[src/rtl/bole_pkg.sv]
// Shared constants, opcodes and beat types for the bounded ordered list engine.
package bole_pkg;

    // List geometry
    localparam int CAPACITY   = 64;
    localparam int DATA_WIDTH = 32;
    localparam int ADDR_W     = $clog2(CAPACITY);
    localparam int CNT_W      = $clog2(CAPACITY + 1);

    // Port field widths
    localparam int OP_W  = 4;
    localparam int VAL_W = 32;
    localparam int POS_W = 7;
    localparam int NUM_W = 7;

    // Common width for position / count compares
    localparam int PCMP_W = (CNT_W > POS_W) ? CNT_W : POS_W;

    // Opcodes
    localparam logic [OP_W-1:0] OP_INS_FRONT  = 4'd0;
    localparam logic [OP_W-1:0] OP_INS_REAR   = 4'd1;
    localparam logic [OP_W-1:0] OP_INS_SORTED = 4'd2;
    localparam logic [OP_W-1:0] OP_INS_AT     = 4'd3;
    localparam logic [OP_W-1:0] OP_SEARCH     = 4'd4;
    localparam logic [OP_W-1:0] OP_DEL_FRONT  = 4'd5;
    localparam logic [OP_W-1:0] OP_DEL_REAR   = 4'd6;
    localparam logic [OP_W-1:0] OP_DEL_AT     = 4'd7;
    localparam logic [OP_W-1:0] OP_DEL_ITEM   = 4'd8;
    localparam logic [OP_W-1:0] OP_DEL_ALL    = 4'd9;

    // One command as seen by the engine
    typedef struct packed {
        logic [OP_W-1:0]       op;
        logic [DATA_WIDTH-1:0] word;
        logic [POS_W-1:0]      pos;
    } t_cmd;

    // One result beat
    typedef struct packed {
        logic             ok;
        logic             found;
        logic [VAL_W-1:0] value;
        logic [NUM_W-1:0] removed;
        logic [NUM_W-1:0] count;
    } t_result;

endpackage

[src/rtl/bole_ram.sv]
// Generic single-write, single-read synchronous RAM with registered read data.
module bole_ram #(
    parameter int WIDTH = 32,
    parameter int DEPTH = 64
) (
    input  logic                     i_clk,
    input  logic                     i_we,
    input  logic [$clog2(DEPTH)-1:0] i_waddr,
    input  logic [WIDTH-1:0]         i_wdata,
    input  logic                     i_re,
    input  logic [$clog2(DEPTH)-1:0] i_raddr,
    output logic [WIDTH-1:0]         o_rdata
);

    logic [WIDTH-1:0] r_mem [DEPTH];
    logic [WIDTH-1:0] r_rdata;

    // Write port
    always_ff @(posedge i_clk) begin
        if (i_we) begin
            r_mem[i_waddr] <= i_wdata;
        end
    end

    // Registered read port
    always_ff @(posedge i_clk) begin
        if (i_re) begin
            r_rdata <= r_mem[i_raddr];
        end
    end

    assign o_rdata = r_rdata;

endmodule

[src/rtl/bole_eng.sv]
// List sequencer: scan, compaction and shift passes over the entry RAM.
module bole_eng (
    input  logic             i_clk,
    input  logic             i_rst_n,
    input  logic             i_start,
    input  bole_pkg::t_cmd   i_cmd,
    input  logic             i_take,
    output logic             o_idle,
    output logic             o_done,
    output bole_pkg::t_result o_res
);
    import bole_pkg::*;

    localparam logic [1:0] ST_IDLE = 2'd0;
    localparam logic [1:0] ST_ASC  = 2'd1;
    localparam logic [1:0] ST_DESC = 2'd2;
    localparam logic [1:0] ST_DONE = 2'd3;

    logic [1:0]        r_state, n_state;
    t_cmd              r_cmd, n_cmd;
    logic [CNT_W-1:0]  r_cnt, n_cnt;
    logic [CNT_W-1:0]  r_ra, n_ra;
    logic              r_dv, n_dv;
    logic [ADDR_W-1:0] r_di, n_di;
    logic [CNT_W-1:0]  r_j, n_j;
    logic              r_hit, n_hit;
    logic [CNT_W-1:0]  r_slot, n_slot;
    logic [PCMP_W-1:0] r_tgt, n_tgt;
    t_result           r_res, n_res;

    logic                  ram_we, ram_re;
    logic [ADDR_W-1:0]     ram_waddr, ram_raddr;
    logic [DATA_WIDTH-1:0] ram_wdata, rd;

    logic             is_pos_del, key_match, pos_match, match, drop, full;
    logic [CNT_W-1:0] removed;
    logic [VAL_W-1:0] key_sext;

    bole_ram #(
        .WIDTH(DATA_WIDTH),
        .DEPTH(CAPACITY)
    ) u_ram (
        .i_clk  (i_clk),
        .i_we   (ram_we),
        .i_waddr(ram_waddr),
        .i_wdata(ram_wdata),
        .i_re   (ram_re),
        .i_raddr(ram_raddr),
        .o_rdata(rd)
    );

    // Command decode and per-entry match
    assign is_pos_del = (r_cmd.op == OP_DEL_FRONT) || (r_cmd.op == OP_DEL_REAR)
                     || (r_cmd.op == OP_DEL_AT);
    assign key_match  = (rd == r_cmd.word);
    assign pos_match  = (PCMP_W'(r_di) == r_tgt);
    assign match      = is_pos_del ? pos_match : key_match;
    assign drop       = match && ((r_cmd.op == OP_DEL_ALL) || !r_hit);
    assign full       = (r_cnt == CNT_W'(CAPACITY));
    assign removed    = r_cnt - r_j;
    assign key_sext   = VAL_W'($signed(r_cmd.word));

    // Sequencer
    always_comb begin
        n_state   = r_state;
        n_cmd     = r_cmd;
        n_cnt     = r_cnt;
        n_ra      = r_ra;
        n_dv      = r_dv;
        n_di      = r_di;
        n_j       = r_j;
        n_hit     = r_hit;
        n_slot    = r_slot;
        n_tgt     = r_tgt;
        n_res     = r_res;
        ram_we    = 1'b0;
        ram_waddr = '0;
        ram_wdata = '0;
        ram_re    = 1'b0;
        ram_raddr = '0;

        unique case (r_state)
            ST_IDLE: begin
                if (i_start) begin
                    n_cmd         = i_cmd;
                    n_ra          = '0;
                    n_dv          = 1'b0;
                    n_j           = '0;
                    n_hit         = 1'b0;
                    n_res.ok      = 1'b0;
                    n_res.found   = 1'b0;
                    n_res.value   = '1;
                    n_res.removed = '0;
                    n_res.count   = NUM_W'(r_cnt);
                    unique case (i_cmd.op)
                        OP_INS_FRONT, OP_INS_REAR: begin
                            n_slot  = (i_cmd.op == OP_INS_FRONT) ? '0 : r_cnt;
                            n_ra    = r_cnt;
                            n_state = full ? ST_DONE : ST_DESC;
                        end
                        OP_INS_SORTED: begin
                            n_state = full ? ST_DONE : ST_ASC;
                        end
                        OP_INS_AT: begin
                            n_slot = CNT_W'(i_cmd.pos);
                            n_ra   = r_cnt;
                            if (full || (PCMP_W'(i_cmd.pos) > PCMP_W'(r_cnt))) begin
                                n_state = ST_DONE;
                            end else begin
                                n_state = ST_DESC;
                            end
                        end
                        OP_SEARCH, OP_DEL_ITEM, OP_DEL_ALL: begin
                            n_state = ST_ASC;
                        end
                        OP_DEL_FRONT: begin
                            n_tgt   = '0;
                            n_state = ST_ASC;
                        end
                        OP_DEL_REAR: begin
                            // empty list wraps to all ones, which matches no slot
                            n_tgt   = PCMP_W'(r_cnt) - PCMP_W'(1);
                            n_state = ST_ASC;
                        end
                        OP_DEL_AT: begin
                            n_tgt   = PCMP_W'(i_cmd.pos);
                            n_state = ST_ASC;
                        end
                        default: begin
                            n_state = ST_DONE;
                        end
                    endcase
                end
            end

            ST_ASC: begin
                // issue ascending reads
                if (r_ra < r_cnt) begin
                    ram_re    = 1'b1;
                    ram_raddr = r_ra[ADDR_W-1:0];
                    n_ra      = r_ra + CNT_W'(1);
                    n_dv      = 1'b1;
                    n_di      = r_ra[ADDR_W-1:0];
                end else begin
                    n_dv = 1'b0;
                end

                // consume the entry read last cycle
                if (r_dv) begin
                    if (r_cmd.op == OP_INS_SORTED) begin
                        if (!r_hit && !($signed(rd) < $signed(r_cmd.word))) begin
                            n_hit  = 1'b1;
                            n_slot = CNT_W'(r_di);
                        end
                    end else if (r_cmd.op == OP_SEARCH) begin
                        if (key_match) begin
                            n_hit = 1'b1;
                        end
                    end else if (drop) begin
                        n_hit = 1'b1;
                    end else begin
                        // compaction: keep the entry at the write pointer
                        ram_we    = 1'b1;
                        ram_waddr = r_j[ADDR_W-1:0];
                        ram_wdata = rd;
                        n_j       = r_j + CNT_W'(1);
                    end
                end

                // pass finished
                if (!r_dv && (r_ra >= r_cnt)) begin
                    if (r_cmd.op == OP_INS_SORTED) begin
                        n_slot  = r_hit ? r_slot : r_cnt;
                        n_ra    = r_cnt;
                        n_dv    = 1'b0;
                        n_state = ST_DESC;
                    end else if (r_cmd.op == OP_SEARCH) begin
                        n_res.ok    = 1'b1;
                        n_res.found = r_hit;
                        n_res.value = r_hit ? key_sext : '1;
                        n_state     = ST_DONE;
                    end else begin
                        n_cnt         = r_j;
                        n_res.ok      = (removed != '0);
                        n_res.found   = (removed != '0) && !is_pos_del;
                        n_res.value   = ((r_cmd.op == OP_DEL_ALL) && (removed != '0))
                                      ? key_sext : '1;
                        n_res.removed = NUM_W'(removed);
                        n_res.count   = NUM_W'(r_j);
                        n_state       = ST_DONE;
                    end
                end
            end

            ST_DESC: begin
                // issue descending reads down to the slot
                if (r_ra > r_slot) begin
                    ram_re    = 1'b1;
                    ram_raddr = ADDR_W'(r_ra - CNT_W'(1));
                    n_ra      = r_ra - CNT_W'(1);
                    n_dv      = 1'b1;
                    n_di      = ADDR_W'(r_ra - CNT_W'(1));
                end else begin
                    n_dv = 1'b0;
                end

                // move each entry up one slot
                if (r_dv) begin
                    ram_we    = 1'b1;
                    ram_waddr = r_di + ADDR_W'(1);
                    ram_wdata = rd;
                end

                // gap open: drop the new word in
                if (!r_dv && (r_ra <= r_slot)) begin
                    ram_we      = 1'b1;
                    ram_waddr   = r_slot[ADDR_W-1:0];
                    ram_wdata   = r_cmd.word;
                    n_cnt       = r_cnt + CNT_W'(1);
                    n_res.ok    = 1'b1;
                    n_res.count = NUM_W'(r_cnt + CNT_W'(1));
                    n_state     = ST_DONE;
                end
            end

            ST_DONE: begin
                if (i_take) begin
                    n_state = ST_IDLE;
                end
            end

            default: begin
                n_state = ST_IDLE;
            end
        endcase
    end

    // Control registers
    always_ff @(posedge i_clk) begin
        if (!i_rst_n) begin
            r_state <= ST_IDLE;
            r_cnt   <= '0;
            r_dv    <= 1'b0;
        end else begin
            r_state <= n_state;
            r_cnt   <= n_cnt;
            r_dv    <= n_dv;
        end
    end

    // Working registers
    always_ff @(posedge i_clk) begin
        r_cmd  <= n_cmd;
        r_ra   <= n_ra;
        r_di   <= n_di;
        r_j    <= n_j;
        r_hit  <= n_hit;
        r_slot <= n_slot;
        r_tgt  <= n_tgt;
        r_res  <= n_res;
    end

    assign o_idle = (r_state == ST_IDLE);
    assign o_done = (r_state == ST_DONE);
    assign o_res  = r_res;

    // Checks
    a_cnt_bound: assert property (@(posedge i_clk) disable iff (!i_rst_n)
        r_cnt <= CNT_W'(CAPACITY))
        else $error("entry count above capacity");

    a_ram_hazard: assert property (@(posedge i_clk) disable iff (!i_rst_n)
        (ram_we && ram_re) |-> (ram_waddr != ram_raddr))
        else $error("read and write hit the same entry");

    a_compact_behind: assert property (@(posedge i_clk) disable iff (!i_rst_n)
        (r_state == ST_ASC && r_dv) |-> (r_j <= CNT_W'(r_di)))
        else $error("compaction write pointer overtook read");

    a_res_hold: assert property (@(posedge i_clk) disable iff (!i_rst_n)
        (r_state == ST_DONE && !i_take) |=> (r_state == ST_DONE && $stable(r_res)))
        else $error("pending result changed before handoff");

    a_start_idle: assert property (@(posedge i_clk) disable iff (!i_rst_n)
        i_start |-> (r_state == ST_IDLE))
        else $error("command started while busy");

endmodule

[src/rtl/bounded_ordered_list_engine.sv]
// Throughput: one command at a time; one list entry moves per cycle through the
//   single read and single write port of the entry RAM.
// Reset: synchronous, active low; clears the entry count and handshake state.
//   Entry storage is not cleared; slots at or above the count are never read.
module bounded_ordered_list_engine (
    input  logic                        i_clk,
    input  logic                        i_rst_n,
    input  logic                        i_in_valid,
    output logic                        o_in_stall,
    input  logic [bole_pkg::OP_W-1:0]   i_opcode,
    input  logic signed [bole_pkg::VAL_W-1:0] i_value,
    input  logic [bole_pkg::POS_W-1:0]  i_position,
    output logic                        o_out_valid,
    input  logic                        i_out_stall,
    output logic                        o_ok,
    output logic                        o_found,
    output logic signed [bole_pkg::VAL_W-1:0] o_result_value,
    output logic [bole_pkg::NUM_W-1:0]  o_removed_count,
    output logic [bole_pkg::NUM_W-1:0]  o_entry_count
);
    import bole_pkg::*;

    t_cmd    cmd;
    t_result eng_res;
    t_result r_out;
    logic    eng_idle, eng_done, start, take;
    logic    r_out_valid, n_out_valid;

    // Input beat accepted only while the engine is idle
    assign o_in_stall = !eng_idle;
    assign start      = i_in_valid && !o_in_stall;
    assign cmd.op     = i_opcode;
    assign cmd.word   = DATA_WIDTH'($unsigned(i_value));
    assign cmd.pos    = i_position;

    bole_eng u_eng (
        .i_clk  (i_clk),
        .i_rst_n(i_rst_n),
        .i_start(start),
        .i_cmd  (cmd),
        .i_take (take),
        .o_idle (eng_idle),
        .o_done (eng_done),
        .o_res  (eng_res)
    );

    // Output register: frees the engine while a result waits downstream
    assign take        = eng_done && (!r_out_valid || !i_out_stall);
    assign n_out_valid = take || (r_out_valid && i_out_stall);

    always_ff @(posedge i_clk) begin
        if (!i_rst_n) begin
            r_out_valid <= 1'b0;
        end else begin
            r_out_valid <= n_out_valid;
        end
    end

    always_ff @(posedge i_clk) begin
        if (take) begin
            r_out <= eng_res;
        end
    end

    assign o_out_valid     = r_out_valid;
    assign o_ok            = r_out.ok;
    assign o_found         = r_out.found;
    assign o_result_value  = $signed(r_out.value);
    assign o_removed_count = r_out.removed;
    assign o_entry_count   = r_out.count;

endmodule
[config.mk]
export PLATFORM = sky130hd
export DESIGN_NAME = bounded_ordered_list_engine
export DESIGN_NICKNAME = d
export VERILOG_FILES = /design/src/rtl/bole_pkg.sv /design/src/rtl/bole_ram.sv /design/src/rtl/bole_eng.sv /design/src/rtl/bounded_ordered_list_engine.sv
export SDC_FILE = /design/constraint.sdc
export NUM_CORES = 2
export LEC_CHECK = 0
export BUFFER_PORTS_ARGS = -buffer_cell sky130_fd_sc_hd__buf_4
export CORE_MARGIN = 5
export CORE_UTILIZATION = 25
export DETAILED_ROUTE_END_ITERATION = 6
export GPL_TIMING_DRIVEN = 0
export HOLD_SLACK_MARGIN = 0.03
export PLACE_DENSITY = 0.43
export SLEW_MARGIN = 20
export SYNTH_ARGS = -nofsm -noshare
export SYNTH_HDL_FRONTEND = slang
export SYNTH_SLANG_ARGS = --single-unit
[constraint.sdc]
create_clock -name i_clk -period 8.77 [get_ports i_clk]
set_input_delay 1.754 -clock i_clk [delete_from_list [all_inputs] [get_ports i_clk]]
set_output_delay 1.754 -clock i_clk [all_outputs]
set_load 0.005 [all_outputs]
==> out/qor.txt <==
leakage: 33.6 nW
min Tclk post-route: 7.41 ns
ANT nets after route: 0
Synth warnings: 0
CTS Buf Count: 243
Rows: 222
Post-Syn Area: 91800 um^2
DRC Markers: 0
1st-pass router iterations: 6
CP endpoint kind: flop
#FFs+latches synth: 2258
Data required, critical path: 9.50 ns
clock latency on the worst-skew pair: 0.92 ns
Pwr Total: 30.2 mW
register area share after synthesis: 0.738
Area growth syn-to-layout: 21.2%
Total GRT Usage: 0.184
share of layout cells above drive strength 1: 0.113
Die Width: 616 um
Max Cap Viol: 0
antenna violations before repair: 57
skew final: 0.0533 ns
Reg area: 67700 um^2
io pins: 97
Distinct cells, synth: 82
Crit Path Category: flop to flop
worst min path class: flop to flop
clk root buf: clkbuf_16
largest net degree at the start of global routing: 35
proportion of netlist area held by the largest area contributor: 0.735
most frequent cells in the layout: edfxtp_1 (2247), nand2_1 (1099), nand3_1 (497)
leading cell type in the layout, fill and taps excluded: edfxtp_1
Worst Tran Pin Value: 1.28 ns
Port Buffers: 96
post-synth top area cell: edfxtp_1
die height: 616 um
status: finished clean
fraction of registers with async set/reset: 0
via count: 62137
dpl ws: 1.40 ns
DPL Wire Length: 268000 um
Resized cells post-CTS: 0
CTS tree: built
hold slack: 0.414 ns
Post-CTS Setup Bufs: 0
Post-Syn Nets: 6849
Initial Util: 0.251
final worst slack: 1.36 ns
multi-input logic area: 22500 um^2
Pwr Density: 272 nW/um^2
FILL cells: 36599
clock sink total: 2258
critical path arrival: 8.14 ns
CTS Hold Buffers Added: 0
Util after Layout: 0.304
Final #Nets: 7384
vias in the first global route: 59556
Clock Path Buffers: 4
1st-iter DRT viols: 7259
CP Launch Type: flop
H-tree levels: 4
Slew HR: 0.146
final hold violations: 0
die footprint: 379000 um^2
Fin Setup TNS: 0 ns
routed len/inst: 29.3 um
final wirelength: 362000 um
Slew Limit Fails: 0
syn avg cell area: 13.6 um^2
maximum clock rate: 135 MHz
largest cells by area after synthesis: edfxtp_1 (74%), nand2_1 (4.5%), or3_1 (2.9%)
crit path max fanout: 10
Avg Vias per Cell: 5.04
core area: 366000 um^2
final worst-path cycle share: 0.845
VDD IR max: 184 uV
Synth Flop Type: edfxtp_1
gpl congestion: 0.930
Setup-failing EPs final: 0
Worst-path clk slew: 0.06 ns
Overflow after GRT: 0
EDFF count, synth: 2247
first-pass GRT wire length: 495000 um
Post-Syn Instances: 6728
RSZ-0062 raised after global routing: no
registers in the layout, summed over array words and instances (netlist names):
| signal | flops |
|---|---|
| u_eng.u_ram.o_rdata | 32 |
| u_eng.u_ram.r_mem | 2048 |
| o_ok | 1 |
| o_found | 1 |
| u_eng.r_state | 2 |
| u_eng.r_slot | 7 |
| u_eng.o_res | 48 |
| u_eng.r_cnt | 7 |
| u_eng.key_sext | 32 |
| u_eng.r_di | 6 |
| o_removed_count | 7 |
| o_entry_count | 7 |
| o_result_value | 32 |
| u_eng.r_hit | 1 |
| u_eng.r_cmd | 4 |
| u_eng.r_ra | 7 |
| u_eng.r_j | 7 |
| u_eng.r_tgt | 7 |
| o_out_valid | 1 |
| u_eng.r_dv | 1 |
power by group:
part | total (mW) | internal [mW] | switching [mW] | leakage [nW]
Clock | 9.90 | 5.58 | 4.32 | 3.62
Sequential | 12.8 | 12.5 | 0.254 | 19.0
Combinational | 7.53 | 1.71 | 5.81 | 11.0
synthesized netlist by cell type, drive strengths merged (73+ instances only):
| cell | count |
|---|---|
| buf | 114 |
| or3 | 425 |
| a32oi | 135 |
| nor2 | 198 |
| nand3 | 499 |
| clkbuf | 376 |
| o21ai | 333 |
| mux2i | 76 |
| a21oi | 176 |
| edfxtp | 2247 |
| nand2 | 1099 |
| a31oi | 213 |
| inv | 93 |
| o211ai | 250 |
| ha | 73 |
worst paths after layout:
kind	start	to	slack, ns	depth (start not counted)
hold / removal	u_eng.o_res[45]	o_result_value[31]	0.41	0
setup reg to reg	u_eng.r_cnt[3]	u_eng.u_ram.o_rdata[29]	1.36	20
hold reg to reg	u_eng.o_res[45]	o_result_value[31]	0.41	0
setup / recovery	u_eng.r_cnt[3]	u_eng.u_ram.o_rdata[29]	1.36	20
per-layer routing:
metal | up-vias | part of all wire | global-route usage
li1 | 26979 | - | -
met1 | 31996 | 0.43 | 0.251
met2 | 2631 | 0.45 | 0.290
met3 | 517 | 0.071 | 0.0304
met4 | 14 | 0.044 | 0.0763
met5 | - | 0.00025 | 0
per-stage QoR:
stage          instance area [um^2]  instances
3_5_place_dp                 104000      11834
2_1_floorplan                 91800       6728
4_1_cts                      111000      12265
3_3_place_gp                  98500      11640
5_1_grt                      111000      12310
6_report                     111000      12325
worst max-delay path, stage by stage, from the launching register on:
cell      delay [ns]
dfxtp_1         0.34
clkbuf_1        0.52
inv_1           0.36
ha_1            0.38
nand4_1         0.15
a21oi_1         0.43
nor2_1          0.16
clkbuf_1        0.27
ha_1            0.29
nand2_1         0.09
o211ai_1        0.10
o22ai_1         0.18
buf_2           0.39
clkbuf_1        0.83
clkbuf_1        0.98
or3_1           0.21
o21ai_0         0.16
a221oi_1        0.49
o21ai_0         0.28
nand3_1         0.26
and3_1          0.33
cells by family (layout without fill, tap and decap cells):
logic type,after synthesis,in the layout,share of synthesized area
fa+ha+maj,74,74,0.0102
xor+xnor,42,42,0.00401
buf+inv,584,1305,0.0250
flops,2258,2258,0.738
compound gates,1289,1289,0.0921
mux,76,76,0.00833
simple gates,2405,2405,0.123
other cells,0,60,0
final cells by class:
| class | instances | share of cell area |
|---|---|---|
| Clock buffer | 304 | 0.0573 |
| Timing Repair Buffer | 290 | 0.0450 |
| Sequential cell | 2258 | 0.609 |
| Tap cell | 4816 | 0.0542 |
| Clock inverter | 127 | 0.00951 |
| Antenna cell | 60 | 0.00135 |
| Buffer | 490 | 0.0179 |
| Multi-Input combinational cell | 3886 | 0.203 |
| Inverter | 94 | 0.00317 |
(Power assumes the default switching activity.)
